## src/hw/rtl/lasm_pkg.sv

```systemverilog
// lasm_pkg: shared types, sizes and character codes of the line assembler
// depends on nothing; used by lasm_ctrl, lasm_out and the top level

package lasm_pkg;

  localparam int unsigned LINE_BYTES  = 64;
  localparam int unsigned QUEUE_LINES = 8;

  localparam int unsigned CAP        = LINE_BYTES - 1;
  localparam int unsigned POS_W      = $clog2(LINE_BYTES);
  localparam int unsigned BUF_AW     = (CAP > 1) ? $clog2(CAP) : 1;
  localparam int unsigned SLOT_W     = (QUEUE_LINES > 1) ? $clog2(QUEUE_LINES) : 1;
  localparam int unsigned CNT_W      = $clog2(QUEUE_LINES + 1);
  localparam int unsigned LINE_DEPTH = QUEUE_LINES * CAP;
  localparam int unsigned LINE_AW    = (LINE_DEPTH > 1) ? $clog2(LINE_DEPTH) : 1;

  localparam int unsigned CHAR_W      = 8;
  localparam int unsigned SIZE_W      = 16;
  localparam int unsigned STAT_W      = 32;
  localparam int unsigned QUEUED_W    = 4;
  localparam int unsigned OP_W        = 2;
  localparam int unsigned IN_TDATA_W  = 24;
  localparam int unsigned OUT_TDATA_W = 144;
  localparam int unsigned OUT_TUSER_W = 2;

  localparam logic [CHAR_W-1:0] CH_NL  = 8'h0A;
  localparam logic [CHAR_W-1:0] CH_CR  = 8'h0D;
  localparam logic [CHAR_W-1:0] CH_NUL = 8'h00;

  typedef enum logic [OP_W-1:0] {
    OP_BYTE  = 2'd0,
    OP_ERROR = 2'd1,
    OP_READ  = 2'd2
  } op_e;

  typedef enum logic [2:0] {
    S_IDLE,
    S_RESULT,
    S_COPY,
    S_SCAN,
    S_SCAN_W,
    S_EMIT,
    S_EMIT_W
  } state_e;

  typedef struct packed {
    logic              avail;
    logic              valid;
    logic [CHAR_W-1:0] ch;
    logic              last;
  } res_t;

  typedef struct packed {
    logic [QUEUED_W-1:0] queued;
    logic [STAT_W-1:0]   received;
    logic [STAT_W-1:0]   dropped;
    logic [STAT_W-1:0]   overflowed;
    logic [STAT_W-1:0]   errors;
  } stat_t;

  function automatic logic [LINE_AW-1:0] line_addr(logic [SLOT_W-1:0] slot,
                                                   logic [BUF_AW-1:0] idx);
    return LINE_AW'(slot) * LINE_AW'(CAP) + LINE_AW'(idx);
  endfunction

  function automatic logic [SLOT_W-1:0] slot_inc(logic [SLOT_W-1:0] slot);
    return (slot == SLOT_W'(QUEUE_LINES - 1)) ? '0 : slot + SLOT_W'(1);
  endfunction

endpackage

```

## src/hw/rtl/lasm_ram.sv

```systemverilog
// lasm_ram: simple dual-port synchronous ram, one write and one read port
// read data registered; no dependencies

module lasm_ram #(
  parameter int unsigned DEPTH = 2,
  parameter int unsigned WIDTH = 8,
  parameter int unsigned AW    = (DEPTH > 1) ? $clog2(DEPTH) : 1
) (
  input  logic             clk_i,
  input  logic             we_i,
  input  logic [AW-1:0]    waddr_i,
  input  logic [WIDTH-1:0] wdata_i,
  input  logic             re_i,
  input  logic [AW-1:0]    raddr_i,
  output logic [WIDTH-1:0] rdata_o
);

  logic [WIDTH-1:0] mem [DEPTH];
  logic [WIDTH-1:0] rdata_q;

  always_ff @(posedge clk_i) begin
    if (we_i) begin
      mem[waddr_i] <= wdata_i;
    end
  end

  always_ff @(posedge clk_i) begin
    if (re_i) begin
      rdata_q <= mem[raddr_i];
    end
  end

  assign rdata_o = rdata_q;

endmodule

```

## src/hw/rtl/lasm_ctrl.sv

```systemverilog
// lasm_ctrl: sequencer, build and line memories, ring pointers and counters
// depends on lasm_pkg and lasm_ram

module lasm_ctrl (
  input  logic                                clk_i,
  input  logic                                rst_ni,
  input  logic                                in_valid_i,
  output logic                                in_ready_o,
  input  logic [lasm_pkg::OP_W-1:0]           in_op_i,
  input  logic [lasm_pkg::CHAR_W-1:0]         in_byte_i,
  input  logic [lasm_pkg::SIZE_W-1:0]         in_size_i,
  output logic                                res_valid_o,
  input  logic                                res_ready_i,
  output lasm_pkg::res_t                      res_o,
  output lasm_pkg::stat_t                     stat_o
);

  localparam int unsigned POS_W  = lasm_pkg::POS_W;
  localparam int unsigned SLOT_W = lasm_pkg::SLOT_W;
  localparam int unsigned CNT_W  = lasm_pkg::CNT_W;
  localparam int unsigned STAT_W = lasm_pkg::STAT_W;
  localparam int unsigned BUF_AW = lasm_pkg::BUF_AW;

  lasm_pkg::state_e state_q, state_d;

  logic [POS_W-1:0]  pos_q, pos_d;
  logic              flag_q, flag_d;
  logic [SLOT_W-1:0] wslot_q, wslot_d, rslot_q, rslot_d, rs_q, rs_d;
  logic [CNT_W-1:0]  cnt_q, cnt_d;
  logic [STAT_W-1:0] acc_q, acc_d, drop_q, drop_d, ovf_q, ovf_d, err_q, err_d;
  logic [POS_W-1:0]  lim_q, lim_d, sidx_q, sidx_d, n_q, n_d, eidx_q, eidx_d;
  logic [POS_W-1:0]  cp_q, cp_d, cpa_q, cpa_d;
  logic              cpv_q, cpv_d;
  logic              avail_q, avail_d;

  logic [POS_W-1:0]  len_q [lasm_pkg::QUEUE_LINES];
  logic              len_we;

  logic                            accept, is_nl, is_cr, can_commit, ring_full, rd_ok;
  logic [POS_W-1:0]                cur_len, lim_calc;
  logic [lasm_pkg::SIZE_W-1:0]     size_m1;
  logic                            sidx_end, eidx_end, copy_done;

  logic                            b_we, b_re;
  logic [BUF_AW-1:0]               b_waddr, b_raddr;
  logic [lasm_pkg::CHAR_W-1:0]     b_rdata;
  logic                            l_we, l_re;
  logic [lasm_pkg::LINE_AW-1:0]    l_waddr, l_raddr;
  logic [lasm_pkg::CHAR_W-1:0]     l_rdata;

  lasm_ram #(
    .DEPTH (lasm_pkg::CAP),
    .WIDTH (lasm_pkg::CHAR_W)
  ) u_build_ram (
    .clk_i   (clk_i),
    .we_i    (b_we),
    .waddr_i (b_waddr),
    .wdata_i (in_byte_i),
    .re_i    (b_re),
    .raddr_i (b_raddr),
    .rdata_o (b_rdata)
  );

  lasm_ram #(
    .DEPTH (lasm_pkg::LINE_DEPTH),
    .WIDTH (lasm_pkg::CHAR_W)
  ) u_line_ram (
    .clk_i   (clk_i),
    .we_i    (l_we),
    .waddr_i (l_waddr),
    .wdata_i (b_rdata),
    .re_i    (l_re),
    .raddr_i (l_raddr),
    .rdata_o (l_rdata)
  );

  assign in_ready_o = (state_q == lasm_pkg::S_IDLE);
  assign accept     = in_valid_i && in_ready_o;
  assign is_nl      = (in_byte_i == lasm_pkg::CH_NL);
  assign is_cr      = (in_byte_i == lasm_pkg::CH_CR);
  assign can_commit = !flag_q && (pos_q != '0);
  assign ring_full  = (cnt_q == CNT_W'(lasm_pkg::QUEUE_LINES));
  assign rd_ok      = (in_size_i != '0) && (cnt_q != '0);
  assign cur_len    = len_q[rslot_q];
  assign size_m1    = in_size_i - lasm_pkg::SIZE_W'(1);
  assign lim_calc   = (lasm_pkg::SIZE_W'(cur_len) <= size_m1) ? cur_len
                                                              : size_m1[POS_W-1:0];
  assign sidx_end   = ((sidx_q + POS_W'(1)) == lim_q);
  assign eidx_end   = ((eidx_q + POS_W'(1)) == n_q);
  assign copy_done  = (cp_q == pos_q) && !cpv_q;

  // next state
  always_comb begin
    state_d = state_q;
    unique case (state_q)
      lasm_pkg::S_IDLE: begin
        if (accept) begin
          unique case (in_op_i)
            lasm_pkg::OP_BYTE: begin
              state_d = (is_nl && can_commit && !ring_full) ? lasm_pkg::S_COPY
                                                            : lasm_pkg::S_RESULT;
            end
            lasm_pkg::OP_READ: begin
              state_d = (rd_ok && (lim_calc != '0)) ? lasm_pkg::S_SCAN
                                                    : lasm_pkg::S_RESULT;
            end
            default: state_d = lasm_pkg::S_RESULT;
          endcase
        end
      end
      lasm_pkg::S_RESULT: begin
        if (res_ready_i) state_d = lasm_pkg::S_IDLE;
      end
      lasm_pkg::S_COPY: begin
        if (copy_done) state_d = lasm_pkg::S_RESULT;
      end
      lasm_pkg::S_SCAN: state_d = lasm_pkg::S_SCAN_W;
      lasm_pkg::S_SCAN_W: begin
        if (l_rdata == lasm_pkg::CH_NUL) begin
          state_d = (sidx_q == '0) ? lasm_pkg::S_RESULT : lasm_pkg::S_EMIT;
        end else if (sidx_end) begin
          state_d = lasm_pkg::S_EMIT;
        end else begin
          state_d = lasm_pkg::S_SCAN;
        end
      end
      lasm_pkg::S_EMIT: state_d = lasm_pkg::S_EMIT_W;
      lasm_pkg::S_EMIT_W: begin
        if (res_ready_i) state_d = eidx_end ? lasm_pkg::S_IDLE : lasm_pkg::S_EMIT;
      end
      default: state_d = lasm_pkg::S_IDLE;
    endcase
  end

  // datapath and outputs
  always_comb begin
    pos_d   = pos_q;
    flag_d  = flag_q;
    wslot_d = wslot_q;
    rslot_d = rslot_q;
    rs_d    = rs_q;
    cnt_d   = cnt_q;
    acc_d   = acc_q;
    drop_d  = drop_q;
    ovf_d   = ovf_q;
    err_d   = err_q;
    lim_d   = lim_q;
    sidx_d  = sidx_q;
    n_d     = n_q;
    eidx_d  = eidx_q;
    cp_d    = cp_q;
    cpa_d   = cpa_q;
    cpv_d   = cpv_q;
    avail_d = avail_q;
    len_we  = 1'b0;
    b_we    = 1'b0;
    b_waddr = pos_q[BUF_AW-1:0];
    b_re    = 1'b0;
    b_raddr = cp_q[BUF_AW-1:0];
    l_we    = 1'b0;
    l_waddr = lasm_pkg::line_addr(wslot_q, cpa_q[BUF_AW-1:0]);
    l_re    = 1'b0;
    l_raddr = lasm_pkg::line_addr(rs_q, sidx_q[BUF_AW-1:0]);
    res_valid_o = 1'b0;
    res_o       = '{avail: avail_q, valid: 1'b0, ch: lasm_pkg::CH_NUL, last: 1'b1};

    unique case (state_q)
      lasm_pkg::S_IDLE: begin
        if (accept) begin
          avail_d = 1'b0;
          unique case (in_op_i)
            lasm_pkg::OP_BYTE: begin
              if (is_nl) begin
                if (can_commit && !ring_full) begin
                  cp_d  = '0;
                  cpv_d = 1'b0;
                end else begin
                  pos_d  = '0;
                  flag_d = 1'b0;
                  if (can_commit) drop_d = drop_q + STAT_W'(1);
                  else if (flag_q) ovf_d = ovf_q + STAT_W'(1);
                end
              end else if (!is_cr && !flag_q) begin
                if (pos_q < POS_W'(lasm_pkg::CAP)) begin
                  b_we  = 1'b1;
                  pos_d = pos_q + POS_W'(1);
                end else begin
                  flag_d = 1'b1;
                end
              end
            end
            lasm_pkg::OP_ERROR: begin
              pos_d  = '0;
              flag_d = 1'b0;
              err_d  = err_q + STAT_W'(1);
            end
            lasm_pkg::OP_READ: begin
              if (rd_ok) begin
                avail_d = 1'b1;
                rs_d    = rslot_q;
                lim_d   = lim_calc;
                sidx_d  = '0;
                rslot_d = lasm_pkg::slot_inc(rslot_q);
                cnt_d   = cnt_q - CNT_W'(1);
              end
            end
            default: ;
          endcase
        end
      end
      lasm_pkg::S_RESULT: begin
        res_valid_o = 1'b1;
      end
      lasm_pkg::S_COPY: begin
        l_we = cpv_q;
        if (cp_q != pos_q) begin
          b_re  = 1'b1;
          cpv_d = 1'b1;
          cpa_d = cp_q;
          cp_d  = cp_q + POS_W'(1);
        end else begin
          cpv_d = 1'b0;
          if (!cpv_q) begin
            len_we  = 1'b1;
            acc_d   = acc_q + STAT_W'(1);
            cnt_d   = cnt_q + CNT_W'(1);
            wslot_d = lasm_pkg::slot_inc(wslot_q);
            pos_d   = '0;
            flag_d  = 1'b0;
          end
        end
      end
      lasm_pkg::S_SCAN: begin
        l_re = 1'b1;
      end
      lasm_pkg::S_SCAN_W: begin
        eidx_d = '0;
        if (l_rdata == lasm_pkg::CH_NUL) begin
          n_d = sidx_q;
        end else if (sidx_end) begin
          n_d = lim_q;
        end else begin
          sidx_d = sidx_q + POS_W'(1);
        end
      end
      lasm_pkg::S_EMIT: begin
        l_re    = 1'b1;
        l_raddr = lasm_pkg::line_addr(rs_q, eidx_q[BUF_AW-1:0]);
      end
      lasm_pkg::S_EMIT_W: begin
        res_valid_o = 1'b1;
        res_o       = '{avail: 1'b1, valid: 1'b1, ch: l_rdata, last: eidx_end};
        if (res_ready_i) eidx_d = eidx_q + POS_W'(1);
      end
      default: ;
    endcase
  end

  assign stat_o = '{
    queued:     lasm_pkg::QUEUED_W'(cnt_q),
    received:   acc_q,
    dropped:    drop_q,
    overflowed: ovf_q,
    errors:     err_q
  };

  always_ff @(posedge clk_i or negedge rst_ni) begin
    if (!rst_ni) begin
      state_q <= lasm_pkg::S_IDLE;
      pos_q   <= '0;
      flag_q  <= 1'b0;
      wslot_q <= '0;
      rslot_q <= '0;
      cnt_q   <= '0;
      acc_q   <= '0;
      drop_q  <= '0;
      ovf_q   <= '0;
      err_q   <= '0;
      cpv_q   <= 1'b0;
      avail_q <= 1'b0;
    end else begin
      state_q <= state_d;
      pos_q   <= pos_d;
      flag_q  <= flag_d;
      wslot_q <= wslot_d;
      rslot_q <= rslot_d;
      cnt_q   <= cnt_d;
      acc_q   <= acc_d;
      drop_q  <= drop_d;
      ovf_q   <= ovf_d;
      err_q   <= err_d;
      cpv_q   <= cpv_d;
      avail_q <= avail_d;
    end
  end

  always_ff @(posedge clk_i) begin
    rs_q   <= rs_d;
    lim_q  <= lim_d;
    sidx_q <= sidx_d;
    n_q    <= n_d;
    eidx_q <= eidx_d;
    cp_q   <= cp_d;
    cpa_q  <= cpa_d;
  end

  always_ff @(posedge clk_i) begin
    if (len_we) begin
      len_q[wslot_q] <= pos_q;
    end
  end

  a_cnt_range: assert property (@(posedge clk_i) disable iff (!rst_ni)
    cnt_q <= CNT_W'(lasm_pkg::QUEUE_LINES))
    else $error("line count beyond ring depth");

  a_pos_range: assert property (@(posedge clk_i) disable iff (!rst_ni)
    pos_q <= POS_W'(lasm_pkg::CAP))
    else $error("build position beyond capacity");

  a_flag_full: assert property (@(posedge clk_i) disable iff (!rst_ni)
    flag_q |-> (pos_q == POS_W'(lasm_pkg::CAP)))
    else $error("overflow flag set on a line that is not full");

  a_slots: assert property (@(posedge clk_i) disable iff (!rst_ni)
    (wslot_q == rslot_q) |-> ((cnt_q == '0) || (cnt_q == CNT_W'(lasm_pkg::QUEUE_LINES))))
    else $error("ring pointers disagree with line count");

  a_copy_quiet: assert property (@(posedge clk_i) disable iff (!rst_ni)
    (state_q == lasm_pkg::S_COPY) |-> (!res_valid_o && !in_ready_o))
    else $error("result or input taken during line copy");

endmodule

```

## src/hw/rtl/lasm_out.sv

```systemverilog
// lasm_out: output register stage, packs result and status into the stream word
// depends on lasm_pkg

module lasm_out (
  input  logic                                 clk_i,
  input  logic                                 rst_ni,
  input  logic                                 valid_i,
  output logic                                 ready_o,
  input  lasm_pkg::res_t                       res_i,
  input  lasm_pkg::stat_t                      stat_i,
  output logic                                 m_axis_tvalid_o,
  input  logic                                 m_axis_tready_i,
  output logic [lasm_pkg::OUT_TDATA_W-1:0]     m_axis_tdata_o,
  output logic [lasm_pkg::OUT_TUSER_W-1:0]     m_axis_tuser_o,
  output logic                                 m_axis_tlast_o
);

  localparam int unsigned PAY_W = lasm_pkg::CHAR_W + lasm_pkg::QUEUED_W
                                  + 4 * lasm_pkg::STAT_W;

  logic           full_q, full_d;
  lasm_pkg::res_t  res_q;
  lasm_pkg::stat_t stat_q;
  logic           load;

  assign ready_o = !full_q || m_axis_tready_i;
  assign load    = valid_i && ready_o;

  always_comb begin
    full_d = full_q;
    if (load) full_d = 1'b1;
    else if (m_axis_tready_i) full_d = 1'b0;
  end

  always_ff @(posedge clk_i or negedge rst_ni) begin
    if (!rst_ni) begin
      full_q <= 1'b0;
    end else begin
      full_q <= full_d;
    end
  end

  always_ff @(posedge clk_i) begin
    if (load) begin
      res_q  <= res_i;
      stat_q <= stat_i;
    end
  end

  assign m_axis_tvalid_o = full_q;
  assign m_axis_tdata_o  = lasm_pkg::OUT_TDATA_W'({stat_q.errors, stat_q.overflowed,
                                                   stat_q.dropped, stat_q.received,
                                                   stat_q.queued, res_q.ch});
  assign m_axis_tuser_o  = {res_q.valid, res_q.avail};
  assign m_axis_tlast_o  = res_q.last;

  a_pay_fits: assert property (@(posedge clk_i) disable iff (!rst_ni)
    (PAY_W <= lasm_pkg::OUT_TDATA_W) || !full_q)
    else $error("payload wider than stream word");

endmodule

```

## src/hw/rtl/line_assembler_with_line_queue.sv

```systemverilog
// line_assembler_with_line_queue: top level of the line assembler
// depends on lasm_pkg, lasm_ctrl, lasm_out
//
// channel  dir  handshake               payload
// s_axis   in   tvalid_i / tready_o     tuser: op; tdata: rx_byte, dest_size
// m_axis   out  tvalid_o / tready_i     tuser: line_popped, char_valid;
//                                       tdata: char_out, queued_lines, counters;
//                                       tlast: last word of an input word
//
// one input word at a time; a byte or error word goes from idle to the result state
// a committing newline first copies the line from the build ram into the line ram
// a read scans the stored line byte by byte, then streams each char as its own word
// reset clears pointers, counters and flags; ram contents are not cleared
// a stalled output holds its word in the output register; the sequencer waits

module line_assembler_with_line_queue (
  input  logic                                clk_i,
  input  logic                                rst_ni,
  input  logic                                s_axis_tvalid_i,
  output logic                                s_axis_tready_o,
  input  logic [lasm_pkg::IN_TDATA_W-1:0]     s_axis_tdata_i,  // rx_byte, dest_size
  input  logic [lasm_pkg::OP_W-1:0]           s_axis_tuser_i,  // op
  output logic                                m_axis_tvalid_o,
  input  logic                                m_axis_tready_i,
  // char_out, queued_lines, lines_taken, lines_lost, lines_overflowed,
  // hw_errors, zero pad
  output logic [lasm_pkg::OUT_TDATA_W-1:0]    m_axis_tdata_o,
  output logic [lasm_pkg::OUT_TUSER_W-1:0]    m_axis_tuser_o,  // line_popped, char_valid
  output logic                                m_axis_tlast_o   // last
);

  logic            res_valid, res_ready;
  lasm_pkg::res_t  res;
  lasm_pkg::stat_t stat;

  lasm_ctrl u_ctrl (
    .clk_i       (clk_i),
    .rst_ni      (rst_ni),
    .in_valid_i  (s_axis_tvalid_i),
    .in_ready_o  (s_axis_tready_o),
    .in_op_i     (s_axis_tuser_i),
    .in_byte_i   (s_axis_tdata_i[lasm_pkg::CHAR_W-1:0]),
    .in_size_i   (s_axis_tdata_i[lasm_pkg::CHAR_W +: lasm_pkg::SIZE_W]),
    .res_valid_o (res_valid),
    .res_ready_i (res_ready),
    .res_o       (res),
    .stat_o      (stat)
  );

  lasm_out u_out (
    .clk_i           (clk_i),
    .rst_ni          (rst_ni),
    .valid_i         (res_valid),
    .ready_o         (res_ready),
    .res_i           (res),
    .stat_i          (stat),
    .m_axis_tvalid_o (m_axis_tvalid_o),
    .m_axis_tready_i (m_axis_tready_i),
    .m_axis_tdata_o  (m_axis_tdata_o),
    .m_axis_tuser_o  (m_axis_tuser_o),
    .m_axis_tlast_o  (m_axis_tlast_o)
  );

endmodule

```

## config.mk

```make
export PLATFORM = sky130hd
export DESIGN_NAME = line_assembler_with_line_queue
export DESIGN_NICKNAME = d
export VERILOG_FILES = /design/src/hw/rtl/lasm_pkg.sv /design/src/hw/rtl/lasm_ram.sv /design/src/hw/rtl/lasm_ctrl.sv /design/src/hw/rtl/lasm_out.sv /design/src/hw/rtl/line_assembler_with_line_queue.sv
export SDC_FILE = /design/constraint.sdc
export NUM_CORES = 2
export LEC_CHECK = 0
export ABC_AREA = 0
export BUFFER_PORTS_ARGS = -buffer_cell sky130_fd_sc_hd__buf_2
export CAP_MARGIN = 5
export CORE_MARGIN = 2
export CORE_UTILIZATION = 26
export CTS_BUF_LIST = sky130_fd_sc_hd__clkbuf_8
export DETAILED_ROUTE_END_ITERATION = 10
export GPL_ROUTABILITY_DRIVEN = 0
export SKIP_LAST_GASP = 1
export SYNTH_ARGS = -nofsm -noshare
export SYNTH_HDL_FRONTEND = slang
export SYNTH_MEMORY_MAX_BITS = 65536
export SYNTH_SLANG_ARGS = --single-unit
```

## constraint.sdc

```tcl
create_clock -name clk_i -period 7.6 [get_ports clk_i]
set_clock_uncertainty 0.05 [all_clocks]
set_input_delay 0.76 -clock clk_i [delete_from_list [all_inputs] [get_ports clk_i]]
set_output_delay 0.76 -clock clk_i [all_outputs]
set_load 0.02 [all_outputs]
```

After elaboration in Yosys (flattened, before gate mapping)

Memory sizes are Yosys's and may differ from the RTL's. A register that Yosys moved wholly into a read port is not among the register bits.
Cells that the tools add are included.

Flip-flop bits (word level): 333
Memories kept: 3
Input bits: 30
Bits in writable memories: 4584
Logic and storage cells: 225
Output and inout bits: 149

Memory list:

| memory                 | words | bits a word | read ports | clocked after Yosys merged registers in | write ports | line            | text |
|---|---|---|---|---|---|---|---|
| u_ctrl.u_line_ram.mem  | 504   | 8           | 1          | 1                                       | 1           | lasm_ram.sv:18  | `logic [WIDTH-1:0] mem [DEPTH];` |
| u_ctrl.u_build_ram.mem | 63    | 8           | 1          | 1                                       | 1           | lasm_ram.sv:18  |  |
| u_ctrl.len_q           | 8     | 6           | 1          | 0                                       | 1           | lasm_ctrl.sv:36 | `logic [POS_W-1:0] len_q [lasm_pkg::QUEUE_LINES];` |

$mul: 2
Bitwise gates (word level): 4
Eq/ne operators: 36
$lt $le $gt $ge: 2
Reduce and logical (&&, ||, !) cells: 47
Multiplexer cells: 86
Add/subtract/negate cells: 16

Operator list:

| operator                                                              | count |
|---|---|
| 32-bit by 1-bit adder with 32-bit output (second input constant)      | 4 |
| 6-bit two-way mux                                                     | 21 |
| 6-bit one-hot mux with 2 select lines                                 | 5 |
| 1-bit two-way mux                                                     | 35 |
| 3-bit two-way mux                                                     | 10 |
| 9-bit by 6-bit adder with 9-bit output                                | 3 |
| 6-bit by 1-bit adder with 6-bit output (second input constant)        | 4 |
| 6-bit AND reduction                                                   | 4 |
| 3-bit one-hot mux with 7 select lines                                 | 1 |
| 4-bit two-way mux                                                     | 5 |
| 2-bit != test (second input constant)                                 | 10 |
| 6-bit == test                                                         | 3 |
| 3-bit by 6-bit multiplier with 9-bit output (second input constant)   | 2 |
| 8-bit by 4-bit == test with 1-bit output (second input constant)      | 2 |
| 6-bit by 16-bit <= comparator with 1-bit output                       | 1 |
| 4-bit != test (second input constant)                                 | 4 |
| 8-bit AND reduction                                                   | 2 |
| 16-bit nonzero test                                                   | 1 |
| 16-bit by 1-bit subtractor with 16-bit output (second input constant) | 1 |
| 3-bit == test (second input constant)                                 | 5 |
| 6-bit nonzero test                                                    | 2 |
| 1-bit logical AND                                                     | 10 |
| 10-bit two-way mux                                                    | 1 |
| 2-bit nonzero test                                                    | 5 |
| other kinds (31)                                                      | 52 |

Depth between registers and ports, before layout

Word-level depth: 10
Gate-level depth with buffers: 19
Depth with buffers taken out: 14

Modules after synthesis

From an unflattened synthesis, not the netlist that was laid out.

Cells, all modules: 9589
Area total of the unflattened synthesis: 194273.8 sq um

By module, submodules not included:

| module                         | cells each | area each (sq um) | times used |
|---|---|---|---|
| lasm_ram at u_ctrl.u_line_ram  | 7358       | 157308.4          | 1 |
| lasm_ram at u_ctrl.u_build_ram | 951        | 19924.1           | 1 |
| lasm_ctrl                      | 1128       | 12659.6           | 1 |
| lasm_out                       | 152        | 4381.7            | 1 |

Worst setup path after synthesis

OpenSTA, ideal clock, no wires.

Kind: register -> register
Start point: reg u_ctrl.state_q[0]
End point: reg u_out.res_q, in the netlist u_out.m_axis_tdata_o[0] (enable)
Stages on the path, launching flop included: 7
Clock period less this slack: 7.743 ns
Data required time: 6.903 ns
Arrival time: 7.046 ns
Setup slack: -0.143 ns
Path buffers: 1
Cell sequence: dfrtp_1 -> nor2b_1 -> clkbuf_1 -> nand2_1 -> inv_1 -> nor2_1 -> nor2_1

Longest elaborated chain between the ends: 4
Elaborated cells on any way between the ends: 5

Ends and longest elaborated chain:

| item                                                                      | line             | text |
|---|---|---|
| start, declared                                                           | lasm_ctrl.sv:24  | `lasm_pkg::state_e state_q, state_d;` |
| start signal, assigned                                                    | lasm_ctrl.sv:269 | `state_q <= lasm_pkg::S_IDLE;` |
| start signal, assigned                                                    | lasm_ctrl.sv:282 | `state_q <= state_d;` |
| 3-bit by 1-bit == test with 1-bit output or 3-bit == test (tied branches) | lasm_ctrl.sv:167 | `unique case (state_q)` |
| 2-bit OR reduction (no line) *                                            | --               |  |
| 1-bit two-way mux *                                                       | lasm_ctrl.sv:167 |  |
| 1-bit logical AND *                                                       | lasm_out.sv:27   | `assign load = valid_i && ready_o;` |
| end signal, assigned                                                      | lasm_out.sv:45   | `res_q <= res_i;` |
| end, declared                                                             | lasm_out.sv:22   | `lasm_pkg::res_t res_q;` |

Every way passes the cells marked *; elsewhere a longest branch is shown, timed or not.
A chain may end at the register's enable or synchronous reset.

Worst setup path in the final report

Start point: reg u_ctrl.state_q[1]
End point: reg u_ctrl.u_line_ram.rdata_q[3] (netlist: u_ctrl.u_line_ram.rdata_o[3]), read port of u_ctrl.u_line_ram.mem, data pin

Longest elaborated chain between the ends: 3
Elaborated cells on any way between the ends: 5

Ends and longest elaborated chain:

| item                                                                      | line             | text |
|---|---|---|
| 3-bit by 2-bit == test with 1-bit output or 3-bit == test (tied branches) | --               |  |
| 2-bit OR reduction (no line)                                              | --               |  |
| 1-bit two-way mux                                                         | lasm_ctrl.sv:167 |  |
| end, declared                                                             | lasm_ram.sv:19   | `logic [WIDTH-1:0] rdata_q;` |

Several ways; a longest one is shown, not always the timed one.

==> impl_results.md <==
- Ys Warns: 0
- Mapped Area: 193600 µm²
- Asr flop ratio synth: 0.03061
- Fmax: 145.4 MHz
- Slew Limit Fails: 0
- TritonCTS clock tree: built
- Root Buffer: clkbuf_8
- Fillcell total: 71514
- Post-synth EDFFs: 4782
- CTS resizes: 0
- Layout cells sized above 1: 0.3056
- Cell chain of the critical path: nor2b_1, nand2_1, mux2_2, ha_4, inv_1, fa_4, buf_12, buf_4, mux4_2, mux4_2, mux2i_1, nor4_1, a311oi_1, nand3_1
- Post-CTS Setup Bufs: 0
- Worst hold path type: input pin to flop
- Vias/cell: 4.765
- Max cap viols: 0
- DP Area: 210800 µm²
- Final hold vios: 0
- Worst slew margin: 0.09509
- CP most frequent cell: mux4_2
- Detailed Place HPWL: 319.0 mm
- Worst Max-Slew Pin Slew: 1320 ps
- Wire per inst: 25.23 µm
- Nature of the critical path startpoint: flop
- Starting DRT DRC Count: 12420
- Nets: 10272
- Worst-path clk slew: 70 ps
- Finished Cell Area: 225600 µm²
- Largest stage delay on the critical path: 1420 ps
- Minimum setup slack among reg-to-reg paths: 720 ps
- Post-Syn Area per Cell: 21.54 µm²
- CTS Buffer Depth: 4
- Number of setup violations in the final report: 0
- Initial Util: 0.2612
- Clock Sinks: 4933
- Gr usage total: 0.1335
- Top delay family on crit path: multiplexers
- Die width: 866.9 µm
- First-pass GRT wire length: 739.7 mm
- Final wirelength: 521.8 mm
- Crit path DAT: 7830 ps
- CP Buf/Inv Count: 3
- Yosys reg bits: 4933
- Critical-path top delay cell: fa_4
- Vias in the first global route: 98515
- Detailed-route via count: 98550
- Hold buffer count at cts: 21
- Leakage: 71.26 nW
- Syn-to-layout area delta: 16.50%
- Overall power: 83.35 mW
- Worst-case vdd ir drop: 0.0004006 V
- Die area: 751600 µm²
- PD cells: 369.5 nW/µm²
- H-Tree Depth: 6
- Crit. End Element: flop
- Die height: 866.9 µm
- Post-synth top flop: edfxtp_1
- Critical path type: flop to flop
- Largest net degree at the start of global routing: 201
- Status: complete, no violations
- Post-synthesis sequential area ratio: 0.7612
- PortBufs: 174
- Initial DRT Pass Iterations: 6
- Setup TNS: 0 ps
- RSZ-0062 raised after global routing: no
- Row cnt: 316
- Drt drc: 0
- Number of distinct library cells after synthesis: 84
- Syn Inst Count: 8990
- Core ar.: 741300 µm²
- Worst Path Required: 8560 ps
- Initial antenna violation count: 33
- Crit-path max FO: 24
- I/O pins: 179
- CTS Buf Count: 771
- ANT nets after route: 0
- Fin crit period: 6876 ps
- Global route overflow: 0
- Tcrit/Tclk final: 0.9047
- Worst-Skew Late Latency: 1300 ps
## sequential cells by signal (all words and copies together), names as in the netlist, 8 cells and up
| signal | count |
|---|---|
| u_ctrl.len_q | 48 |
| u_out.m_axis_tdata_o | 140 |
| u_ctrl.u_line_ram.mem | 4032 |
| u_ctrl.u_line_ram.rdata_o | 8 |
| u_ctrl.drop_q | 32 |
| u_ctrl.err_q | 32 |
| u_ctrl.u_build_ram.rdata_o | 8 |
| u_ctrl.u_build_ram.mem | 504 |
| u_ctrl.acc_q | 32 |
| u_ctrl.ovf_q | 32 |
## cells in the mapped netlist, drive strengths merged (5+ instances only)
| master | number | share of area |
|---|---|---|
| edfxtp | 4782 | 0.74 |
| mux4 | 1359 | 0.16 |
| nor3 | 551 | 0.014 |
| nand2 | 345 | 0.0067 |
| clkbuf | 280 | 0.0054 |
| buf | 242 | 0.0071 |
| nor2 | 181 | 0.0035 |
| dfrtp | 151 | 0.020 |
| nand3 | 126 | 0.0033 |
| xnor2 | 125 | 0.0057 |
| mux2i | 108 | 0.0056 |
| o21ai | 60 | 0.0016 |
| inv | 57 | 0.0011 |
| xor2 | 53 | 0.0024 |
| ha | 52 | 0.0034 |
| and3 | 51 | 0.0016 |
| a21oi | 42 | 0.0011 |
| nand4 | 39 | 0.0013 |
| nor4 | 33 | 0.0013 |
| a22oi | 29 | 0.0011 |
| a31oi | 24 | 0.00078 |
| o221ai | 22 | 0.0010 |
| mux2 | 21 | 0.0012 |
| a32oi | 18 | 0.00081 |
| and2 | 18 | 0.00058 |
| nand2b | 16 | 0.00052 |
| o22ai | 15 | 0.00048 |
| a2111oi | 14 | 0.00070 |
| a211oi | 14 | 0.00057 |
| nor2b | 14 | 0.00045 |
| a311oi | 13 | 0.00059 |
| fa | 13 | 0.0013 |
| or3 | 12 | 0.00039 |
| a221oi | 10 | 0.00045 |
| o21a | 8 | 0.00031 |
| and4 | 7 | 0.00032 |
| nor3b | 7 | 0.00027 |
| or2 | 7 | 0.00023 |
| o211ai | 6 | 0.00023 |
| a21o | 5 | 0.00019 |
| nand3b | 5 | 0.00019 |
| o31ai | 5 | 0.00019 |
## cell usage in the layout (no fill, tap or decap), drive strengths merged, types with 14 or more instances in the layout
| cell type | count |
|---|---|
| inv | 318 |
| mux2i | 108 |
| nor2 | 181 |
| a211oi | 14 |
| and3 | 51 |
| and2 | 18 |
| mux4 | 1359 |
| nor2b | 14 |
| xor2 | 53 |
| nand2 | 345 |
| a31oi | 24 |
| buf | 907 |
| xnor2 | 125 |
| a22oi | 29 |
| o221ai | 22 |
| clkbuf | 790 |
| o21ai | 60 |
| nor4 | 33 |
| nand2b | 16 |
| a2111oi | 14 |
| ha | 52 |
| nor3 | 551 |
| dfrtp | 151 |
| dlygate4sd3 | 20 |
| nand4 | 39 |
| o22ai | 15 |
| nand3 | 126 |
| a21oi | 42 |
| edfxtp | 4782 |
| clkinv | 322 |
| clkinvlp | 15 |
| bufinv | 21 |
| a32oi | 18 |
| diode | 15 |
| mux2 | 21 |
## path summary, 6_finish.rpt
| check | from | end | cells after the start |
|---|---|---|---|
| setup reg to reg | u_ctrl.state_q[1] | u_ctrl.u_line_ram.rdata_o[3] | 14 |
| setup / recovery | u_ctrl.state_q[1] | u_ctrl.u_line_ram.rdata_o[3] | 14 |
| hold reg to reg | u_ctrl.drop_q[30] | u_out.m_axis_tdata_o[74] | 0 |
| max in group asynchronous | rst_ni | u_ctrl.rslot_q[0] | 4 |
| min in group asynchronous | rst_ni | u_ctrl.ovf_q[15] | 3 |
| hold / removal | s_axis_tdata_i[0] | u_ctrl.u_build_ram.mem[42][0] | 2 |
## power by group
group          switching (mW)  total (mW)  internal (mW)
registers               0.402        33.0           32.6
logic                    18.9        29.3           10.3
clock network            10.7        21.1           10.4
total                    30.0        83.3           53.3
## metal layers
metal / up-vias / GRT usage / wire [µm]
li1: 40307 / - / -
met1: 52759 / 0.1812 / 209900
met2: 4580 / 0.2125 / 245000
met3: 890 / 0.02897 / 46440
met4: 14 / 0.04644 / 20360
met5: - / 0 / 103
## area by class of cell
class / instances / area (µm²) / share of cell area
clock buffer: 784 / 10790 / 0.04784
clock inverter: 619 / 3522 / 0.01561
timing repair buffer: 933 / 7422 / 0.03290
inverter: 57 / 214.0 / 0.0009485
tap: 9858 / 12330 / 0.05468
multi-input combinational: 3481 / 43870 / 0.1945
antenna: 15 / 37.54 / 0.0001664
sequential: 4933 / 147400 / 0.6534
## worst register-to-register path, delay by kind of cell, from the launching register on
family	cells	cell delay [ps]
muxes	4	2010
adders and majority gates	2	1610
DFF	1	520
AOI/OAI and AO/OA	1	1020
and+or+nand+nor	4	750
buffers and inverters	3	660
## cell families (layout without fill, tap and decap cells)
kind of cell	after synthesis	count (layout)	share of synthesized area
flip-flops	4933	4933	0.7612
multiplexers	1488	1488	0.1649
AND/OR/NAND/NOR	1422	1422	0.03553
buffers and inverters	579	2393	0.01368
AO/OA/AOI/OAI	324	324	0.01189
XOR/XNOR	178	178	0.008091
adder cells (fa/ha/maj)	65	65	0.004705
other	1	19	0.00001937
## through the flow
| stage | worst slack [ps] | utilization | instances | hold WS (ps) |
|---|---|---|---|---|
| 2_1_floorplan | 67.71 | - | 8993 | 374.4 |
| 3_3_place_gp | 667.7 | 0.2843 | 19217 | 383.6 |
| 3_5_place_dp | 701.1 | 0.2843 | 19220 | 390.5 |
| 4_1_cts | 693.0 | 0.3039 | 20644 | 25.43 |
| 5_1_grt | 498.3 | 0.3042 | 20671 | 85.14 |
| 6_report | 724.0 | 0.3043 | 20680 | 147.2 |
No activity file was read; power rests on OpenSTA's default activity.
